$ cat config.mk
export PLATFORM = sky130hd
export DESIGN_NAME = fsmc_ram
export DESIGN_NICKNAME = d
export VERILOG_FILES = /design/src/rtl/core/assert_macros.svh /design/src/rtl/core/fsmc_ram.sv
export SDC_FILE = /design/constraint.sdc
export NUM_CORES = 2
export LEC_CHECK = 0
export BUFFER_PORTS_ARGS = -buffer_cell sky130_fd_sc_hd__clkbuf_2
export CORE_UTILIZATION = 50
export CTS_CLUSTER_SIZE = 16
export DETAILED_ROUTE_END_ITERATION = 8
export PLACE_DENSITY = 0.73
export SKIP_CTS_REPAIR_TIMING = 1
export SLEW_MARGIN = 20
export SYNTH_ARGS = -nofsm -noshare
export SYNTH_HDL_FRONTEND = slang
export SYNTH_SLANG_ARGS = --single-unit
$ cat constraint.sdc
create_clock -name clk -period 6.3 [get_ports clk]
set_input_delay 1.26 -clock clk [delete_from_list [all_inputs] [get_ports clk]]
set_output_delay 1.26 -clock clk [all_outputs]
set_load 0.005 [all_outputs]
$ cat src/rtl/core/assert_macros.svh
// Assertion macros shared by the RTL of the Forth stack machine core.
// Depends on nothing; included by files that carry concurrent checks.
`ifndef ASSERT_MACROS_SVH
`define ASSERT_MACROS_SVH

// Antecedent in a cycle implies the consequent in the same cycle.
`define ASSERT_SAME(label, clk, rst_n, ante, cons) \
    label: assert property (@(posedge clk) disable iff (!rst_n) (ante) |-> (cons)) \
        else $error("same-cycle check failed");

// Antecedent in a cycle implies the consequent in the following cycle.
`define ASSERT_NEXT(label, clk, rst_n, ante, cons) \
    label: assert property (@(posedge clk) disable iff (!rst_n) (ante) |=> (cons)) \
        else $error("next-cycle check failed");

`endif

$ cat src/rtl/core/fsmc_ram.sv
// Generic simple dual-port RAM with one write port and a registered read port.
// Depends on nothing; used for the byte memory and both stacks.
module fsmc_ram #(
    parameter int AW = 8,
    parameter int DW = 8
) (
    input  logic          clk,
    input  logic          we,
    input  logic [AW-1:0] waddr,
    input  logic [DW-1:0] wdata,
    input  logic [AW-1:0] raddr,
    output logic [DW-1:0] rdata
);

    localparam int DEPTH = 2 ** AW;

    logic [DW-1:0] mem [DEPTH];

    always_ff @(posedge clk)
    begin
        if (we)
        begin
            mem[waddr] <= wdata;
        end
        rdata <= mem[raddr];
    end

endmodule

==> impl_metrics.json <==
{
  "yosysSeqAreaShare_pct": 77.5,
  "firstDrtPassIters": 7,
  "ff2ff_path_depth": 6,
  "n_fill_cell": 11400,
  "die_w_um": 401,
  "wire_per_inst_um": 31.1,
  "p_per_area_mw_per_mm2": 316,
  "worstSetupPathType": "input port to flop",
  "layout_common_cells": "edfxtp_1, mux4_2, nor2_1",
  "setup_viol": 0,
  "fin_crit_ns": 4.13,
  "gp_congestion": 0.870,
  "max_freq_mhz": 242,
  "grt_first_pass_wirelength_mm": 272,
  "die-area_mm2": 0.161,
  "syn-cell-area_mm2": 0.0796,
  "slew_headroom_pct": 17.3,
  "crit_path_end_kind": "flop",
  "fin_crit_sh_pct": 65.6,
  "antenna_found_initial": 13,
  "cp.required_ns": 6.96,
  "yosysWarnings": 0,
  "overflow": 0,
  "report.power.total_uw": 27800,
  "maxCapViolations": 0,
  "cts_sinks": 2056,
  "multi_input_area_mm2": 0.0165,
  "via_per_inst": 6.45,
  "initial_core_util_pct": 50.3,
  "cts_buffer_depth": 3,
  "dp_hpwl_mm": 114,
  "synth.distinct_cells": 55,
  "rsz0062_at_grt": "false",
  "setup_tns_ns": 0,
  "cts_max_level": 4,
  "power_leakage_uw": 0.0269,
  "grt_pass1_vias": 38700,
  "hold_viol": 0,
  "rows": 146,
  "arrival_ns": 4.79,
  "outcome": "complete, no violations",
  "drtIter0Drc": 5571,
  "syn_inst": 3733,
  "grt_max_degree": 205,
  "wirelength_mm": 188,
  "port_buffers": 33,
  "cts_tree": "built",
  "layout_commonest_cell": "edfxtp_1",
  "ant_nets": 0,
  "clock_latency_ns": 0.83,
  "layout-drive-gt1-share_pct": 21.7,
  "coreArea_mm2": 0.158,
  "yosys_register_bits": 2056,
  "avgSynthCellArea_um2": 21.3,
  "clkSlewWorstSetupHoldPaths_ns": 0.06,
  "skew_ns": 0.0329,
  "drc": 0,
  "cts_buffers": 194,
  "crit_fanout": 83,
  "drv_slew": 0,
  "clockRootBuffer": "clkbuf_16",
  "fp.dieH_um": 401,
  "final_net_count": 3844,
  "syn2layout_area_growth_pct": 10.7,
  "worstSetupStartpointType": "input port",
  "hp-class": "input port to flop",
  "ir_drop_v": 0.000337,
  "postSynthNetCount": 3759,
  "placedCellCount": 5694,
  "stdcell_count": 6055,
  "final-seq-area_mm2": 0.0617,
  "hold_depth": 1,
  "worst_slew_pin_slew_ns": 1.24,
  "grt_usage_pct": 23.4,
  "num_vias": 39100,
  "boundaryPins": 34
}
[power breakdown]
| part | internal (uW) | switching [uW] | leakage (uW) | total [uW] |
|---|---|---|---|---|
| combinational | 442 | 860 | 0.00546 | 1300 |
| sequential | 15100 | 36.3 | 0.0185 | 15100 |
| clock | 6420 | 4950 | 0.00299 | 11400 |
[per-stage QoR]
stage	util (%)	cell area (um^2)	setup WS [ns]	hold WS [ns]
floorplan	-	79600	3.10	0.770
global placement	51.7	81900	1.22	0.955
CTS	55.7	88100	2.23	0.889
detailed placement	51.8	81900	1.36	0.955
global route	55.7	88100	2.03	0.925
finish	55.7	88100	2.17	0.923
[cells by family (layout without fill, tap and decap cells)]
logic type / Yosys count / after routing / synth area share, %
muxes: 591 / 591 / 14.6
and+or+nand+nor: 466 / 466 / 2.63
other: 0 / 4 / 0
DFF: 2056 / 2056 / 77.5
buffers and inverters: 235 / 481 / 1.83
AOI/OAI and AO/OA: 385 / 385 / 3.42
[layer usage]
metal  vias up  global-route usage, %  share of wire, %
met5         -                      0             0.055
met2      2239                   36.3                47
met1     20600                   32.7                38
met3       355                   5.84                11
met4        12                   8.35               3.4
li1      15900                      -                 -
[worst paths after layout]
kind | slack [ns] | startpoint | end
min | 0.92 | wdata[7] | mem[9][7]$_DFFE_PP_
max | 2.17 | raddr[1] | rdata[1]$_DFF_P_
max reg2reg | 3.48 | mem[26][3]$_DFFE_PP_ | rdata[3]$_DFF_P_
min reg2reg | 1.01 | mem[32][5]$_DFFE_PP_ | rdata[5]$_DFF_P_
[synth_stat cells, drive strengths merged]
master,instances,area [um^2]
o211ai,10,75.1
o21ai,12,60.1
or2,4,25.0
a221oi,14,129
a22o,8,70.1
and3,1,6.26
nand4,10,62.6
nor4b,1,8.76
inv,1,3.75
dfxtp,8,160
a22oi,133,998
nand3b,2,15.0
a2111oi,5,52.6
or3b,1,8.76
a21boi,1,7.51
o22ai,28,175
and2,6,37.5
nand2b,8,50.1
nor3,22,110
nor2b,31,194
mux2,1,11.3
a311oi,2,17.5
nor3b,1,7.51
nand2,33,124
and3b,2,17.5
a211oi,16,120
or2b,1,7.51
mux4,456,10300
buf,122,1030
mux2i,134,1340
edfxtp,2048,61500
a31oi,2,12.5
o32ai,5,51.3
a21oi,96,480
nor4,27,188
o311ai,1,8.76
o221ai,47,418
clkbuf,111,417
clkinv,1,3.75
o22a,5,43.8
nor2,282,1060
nand3,34,170
[critical path: stages]
cell and delay, ns:
buf_8 0.57, buf_4 0.51, buf_4 0.36, mux4_2 0.34, a22oi_1 0.19, a21oi_1 0.20
nor4_1 1.05, nor4_1 0.11
[area by class of cell]
type / instances / area share (%)
Tap cell: 2072 / 2.94
Multi-Input combinational cell: 1442 / 18.7
Sequential cell: 2056 / 70.0
Timing Repair Buffer: 122 / 1.26
Inverter: 2 / 0.00852
Clock inverter: 107 / 1.09
Antenna cell: 4 / 0.0114
Clock buffer: 250 / 5.93
[flip-flops by register name, summed over array words and instances, names as in the netlist]
name,cells
rdata,8
mem,2048
(Power assumes the default switching activity.)
