### config.mk
export PLATFORM = sky130hd
export DESIGN_NAME = fsmc_alu
export DESIGN_NICKNAME = d
export VERILOG_FILES = /design/src/rtl/core/assert_macros.svh /design/src/rtl/core/fsmc_pkg.sv /design/src/rtl/core/fsmc_alu.sv
export SDC_FILE = /design/constraint.sdc
export NUM_CORES = 1
export LEC_CHECK = 0
export ABC_AREA = 1
export BUFFER_PORTS_ARGS = -buffer_cell sky130_fd_sc_hd__buf_2
export CAP_MARGIN = 20
export CELL_PAD_IN_SITES_DETAIL_PLACEMENT = 1
export CELL_PAD_IN_SITES_GLOBAL_PLACEMENT = 2
export CORE_MARGIN = 2
export CORE_UTILIZATION = 31
export DETAILED_ROUTE_END_ITERATION = 6
export PLACE_DENSITY = 0.89
export SLEW_MARGIN = 40
export SYNTH_ARGS = -nofsm -noshare
export SYNTH_HDL_FRONTEND = slang
export SYNTH_SLANG_ARGS = --single-unit
### constraint.sdc
create_clock -name vclk -period 5.8
set_clock_uncertainty 0.05 [all_clocks]
set_input_delay 1.16 -clock vclk [all_inputs]
set_output_delay 1.16 -clock vclk [all_outputs]
set_load 0.005 [all_outputs]
### src/rtl/core/assert_macros.svh
// Assertion macros shared by the RTL of the Forth stack machine core.
// Depends on nothing; included by files that carry concurrent checks.
`ifndef ASSERT_MACROS_SVH
`define ASSERT_MACROS_SVH

// Antecedent in a cycle implies the consequent in the same cycle.
`define ASSERT_SAME(label, clk, rst_n, ante, cons) \
    label: assert property (@(posedge clk) disable iff (!rst_n) (ante) |-> (cons)) \
        else $error("same-cycle check failed");

// Antecedent in a cycle implies the consequent in the following cycle.
`define ASSERT_NEXT(label, clk, rst_n, ante, cons) \
    label: assert property (@(posedge clk) disable iff (!rst_n) (ante) |=> (cons)) \
        else $error("next-cycle check failed");

`endif

### src/rtl/core/fsmc_pkg.sv
// Shared types, codes and constants of the Forth stack machine core.
// Depends on nothing; used by the top level and the ALU of the core.
package fsmc_pkg;

    localparam int MEM_AW      = 16;
    localparam int STACK_AW    = 6;
    localparam int STACK_DEPTH = 63;
    localparam int CELL_W      = 64;
    localparam int CELL_BYTES  = 8;

    typedef logic [MEM_AW-1:0]   maddr_t;
    typedef logic [15:0]         pc_t;
    typedef logic [STACK_AW-1:0] sp_t;
    typedef logic [CELL_W-1:0]   cell_t;

    localparam sp_t SP_FULL = sp_t'(STACK_DEPTH);

    typedef enum logic [1:0] {
        REQ_WRITE = 2'd0,
        REQ_READ  = 2'd1,
        REQ_SETPC = 2'd2,
        REQ_EXEC  = 2'd3
    } req_kind_t;

    typedef enum logic [1:0] {
        FAULT_NONE   = 2'd0,
        FAULT_OPCODE = 2'd1,
        FAULT_DSTACK = 2'd2,
        FAULT_RSTACK = 2'd3
    } fault_t;

    typedef enum logic [2:0] {
        ALU_ADD,
        ALU_XOR,
        ALU_AND,
        ALU_NOT,
        ALU_SHL,
        ALU_HALF
    } alu_op_t;

    typedef enum logic [4:0] {
        OP_JUMP, OP_RET, OP_JMPZ, OP_JMPL0, OP_CALL, OP_CSTA, OP_CFTA, OP_SYS,
        OP_LIT1, OP_FTAP, OP_LIT, OP_FTA, OP_STORE, OP_STAP, OP_FETCH, OP_STA,
        OP_COM, OP_SHL, OP_DIV2, OP_MUL, OP_XOR, OP_AND, OP_DEC, OP_ADD,
        OP_RFROM, OP_AREG, OP_DUP, OP_OVER, OP_TOR, OP_TOA, OP_INC, OP_DROP
    } op_t;

    typedef struct packed {
        req_kind_t   req_type;
        logic [15:0] addr;
        logic [7:0]  wdata;
    } req_t;

    typedef struct packed {
        logic [7:0]         rdata;
        logic [15:0]        pc_now;
        logic signed [63:0] top_of_stack;
        logic [5:0]         stack_depth;
        logic               halted;
        logic               sys_valid;
        logic signed [63:0] sys_code;
        fault_t             fault;
    } result_t;

    // Reduce any cell-sized address to the memory range, then to pc width.
    function automatic pc_t wrap_pc(input cell_t v);
        maddr_t m;
        m = maddr_t'(v);
        return pc_t'(m);
    endfunction

endpackage

### src/rtl/core/fsmc_alu.sv
// Shared 64-bit arithmetic and logic unit of the core.
// Depends on fsmc_pkg for the operation codes and cell type.
module fsmc_alu (
    input  fsmc_pkg::alu_op_t op,
    input  fsmc_pkg::cell_t   a,
    input  fsmc_pkg::cell_t   b,
    output fsmc_pkg::cell_t   y
);

    fsmc_pkg::cell_t mag;

    // Halving toward zero works on the magnitude and restores the sign.
    assign mag = a[63] ? (~a + fsmc_pkg::cell_t'(1)) : a;

    always_comb
    begin
        case (op)
            fsmc_pkg::ALU_ADD:  y = a + b;
            fsmc_pkg::ALU_XOR:  y = a ^ b;
            fsmc_pkg::ALU_AND:  y = a & b;
            fsmc_pkg::ALU_NOT:  y = ~a;
            fsmc_pkg::ALU_SHL:  y = {a[62:0], 1'b0};
            fsmc_pkg::ALU_HALF: y = a[63] ? (~(mag >> 1) + fsmc_pkg::cell_t'(1)) : (a >> 1);
            default:            y = a;
        endcase
    end

endmodule
==> reports/metrics.cfg <==
[worst_hold_path]
min_path_type = input pin to primary output
hold_depth = 4
holdCritStartpoint = a[0]
hold_path_end = y[0]

[setup_path]
start_kind = input pin
cpMostUsedCell = nand2_1
critPathCaptureType = primary output
crit_type = input pin to primary output
cp_max_fo = 6
crit_chain = buf_2 > inv_1 > ha_2 > o21ai_1 > ha_1 > nand2_1 > nor3_2 > nand2_1 > nor2_2 > nand2_4 > nor2_2 > nand2_1 > nand3_1 > a21oi_1 > nor2_1 > buf_2
slowest_stage = nor3_2
slowest_delay_ps = 350
cp.required_ps = 4590
path_buf_inv = 3
cp.arrival_ps = 4360
critical_path.top_delay_family = simple AND/OR/NAND/NOR gates

[placed_design]
dp.final_hpwl_mm = 72.7
place_area_sq_um = 14700
io_buffers = 195
place.gp.congestion = 1.04
dp_slack_ps = 160

[global_route]
grt-ovfl-total = 0
grtUsageTotal = 0.374
grt_start_max_net_pins = 64
grt_pass1_vias = 19300
grt_pass1_wl_mm = 123
antenna_found_initial = 7

[sta]
fin_crit_ps = 5570
worstMarginPinSlew_ps = 797
max-slew-margin-rel = 0.466
fin_crit_sh = 0.961
hold_viol_final = 0
fin_setup_tns_ps = 0
layout_setup_ws_ps = 226
drv_slew = 0
rsz0062_at_grt = no
max_freq_mhz = 179
setup_viol_count_final = 0

[power_and_ir_drop]
leakage_nw = 6.80
power_mw = 1.39
vdd_drop_max_mv = 0.0318
p_per_area_nw_per_um2 = 94.7

[finish]
n_clock_buffer = 0
fin_area_sq_um = 14700
final_layout_size_suffix_gt1_frac = 0.139
seq_area_sq_um = 0
fill_cells = 6091
nNetsFinal = 3026
syn_to_final_growth_pct = 13.5
design.seq.count = 0

[die]
core_area_sq_um = 41000
rows = 74
fp.dieArea_sq_um = 43300
io_pins = 195
die_y_um = 208
initial_core_util = 0.315
fp.dieW_um = 208

[clock_tree]
cts_setup_buffers = 0
hold_buffers = 0

[logic_synthesis]
synth_warnings = 0
synth_seq_area_share = 0
syn_inst = 2659
synth.most_common_cell = nand2_1
synth_area_per_cell_sq_um = 4.86
netlist.top_cell.by_area = nand2_1
synth_cell_types = 55
synth_area_leaders = nand2_1 (22%), nor2_1 (12%), nand3_1 (10%)
synth_top_cell_area_share = 0.224
synth_area_sq_um = 12900
synthTopCellsByCount = nand2_1 (773), nor2_1 (404), inv_1 (300)
synth_nets = 2857

[routing]
dr_total_vias = 20000
drc = 0
routed_wl_mm = 84.5
wl_per_cell_um = 25.1
first_pass_iters = 7
viasPerCell = 5.94
drtIter0Drc = 1960
antenna_left = 0

[run_status]
status = finished, final reports clean

[run]
drv_cap = 0

## worst max path at each step
| stage | start | endpoint | slack, ps | cells past startpoint |
|---|---|---|---|---|
| 2_1_floorplan | a[0] | y[60] | 1390 | 20 |
| 3_3_place_gp | a[0] | y[34] | 250 | 19 |
| 3_5_place_dp | a[0] | y[36] | 160 | 18 |
| 4_1_cts | a[0] | y[36] | 140 | 18 |
| 5_1_grt | a[0] | y[58] | 10 | 19 |
| 6_report | a[0] | y[34] | 230 | 16 |
## cell type report
cell class / instances / area (sq um) / share of cell area
Antenna cell: 5 / 12.5 / 0.000853
Tap cell: 532 / 666 / 0.0454
Inverter: 325 / 1220 / 0.0833
Timing Repair Buffer: 250 / 1410 / 0.0959
Multi-Input combinational cell: 2251 / 11400 / 0.775
## repair_timing
| action | 4_1_cts | 5_1_grt |
|---|---|---|
| endpoints found under the hold margin | 0 | 0 |
| endpoints found under the setup margin | 0 | 13 |
| resized for setup | 0 | 3 |
## where the power goes
| part | total [mW] | internal (mW) | switching, mW |
|---|---|---|---|
| combinational | 1.39 | 0.414 | 0.976 |
| clock | 0.000000116 | 0.000000116 | 0 |
| sequential | 0 | 0 | 0 |
| total | 1.39 | 0.414 | 0.976 |
## tightest hold or removal path, cell delays in order
cell and delay (ps):
buf_2 100, nand2_1 60, o2111ai_1 90, buf_2 130
## cells by family after synthesis
group | Yosys count | share of synthesized area
xor gates and xnor gates | 7 | 0.00474
buffers and inverters | 408 | 0.124
and+or+nand+nor | 1632 | 0.555
adders and majority gates | 67 | 0.0654
AOI/OAI and AO/OA | 545 | 0.251
## metrics by stage
step / util / instances / hold WS (ps)
after global routing: 0.358 / 3363 / 2660
final: 0.358 / 3363 / 2640
after global placement: 0.357 / 3358 / 2630
after floorplan: - / 2659 / 2370
after CTS: 0.357 / 3358 / 2640
after detailed placement: 0.357 / 3358 / 2640
## layout by cell type, fill, tap and decap left out, types with 19 or more instances in the layout
master / Yosys / layout
inv_1: 300 / 299
inv_2: 21 / 21
buf_4: 5 / 54
buf_2: 18 / 194
a211oi_1: 19 / 19
a221oi_1: 28 / 28
o21ai_0: 142 / 142
ha_1: 66 / 65
nand2_2: 26 / 27
nand2_1: 773 / 772
nor2_1: 404 / 401
nand4_1: 45 / 45
a31oi_1: 23 / 23
a21oi_1: 180 / 180
o211ai_1: 27 / 27
nand3_1: 259 / 259
nor2_4: 21 / 23
nor2_2: 30 / 31
o22ai_1: 34 / 34
## metal layers
layer / track usage / vias to the layer above / share of wire
met4: 0.111 / 0 / 0.035
met2: 0.566 / 884 / 0.42
met5: 0 / - / 0
li1: - / 9236 / -
met1: 0.556 / 9728 / 0.47
met3: 0.0340 / 114 / 0.082
Power figures use the tool's default switching activity.
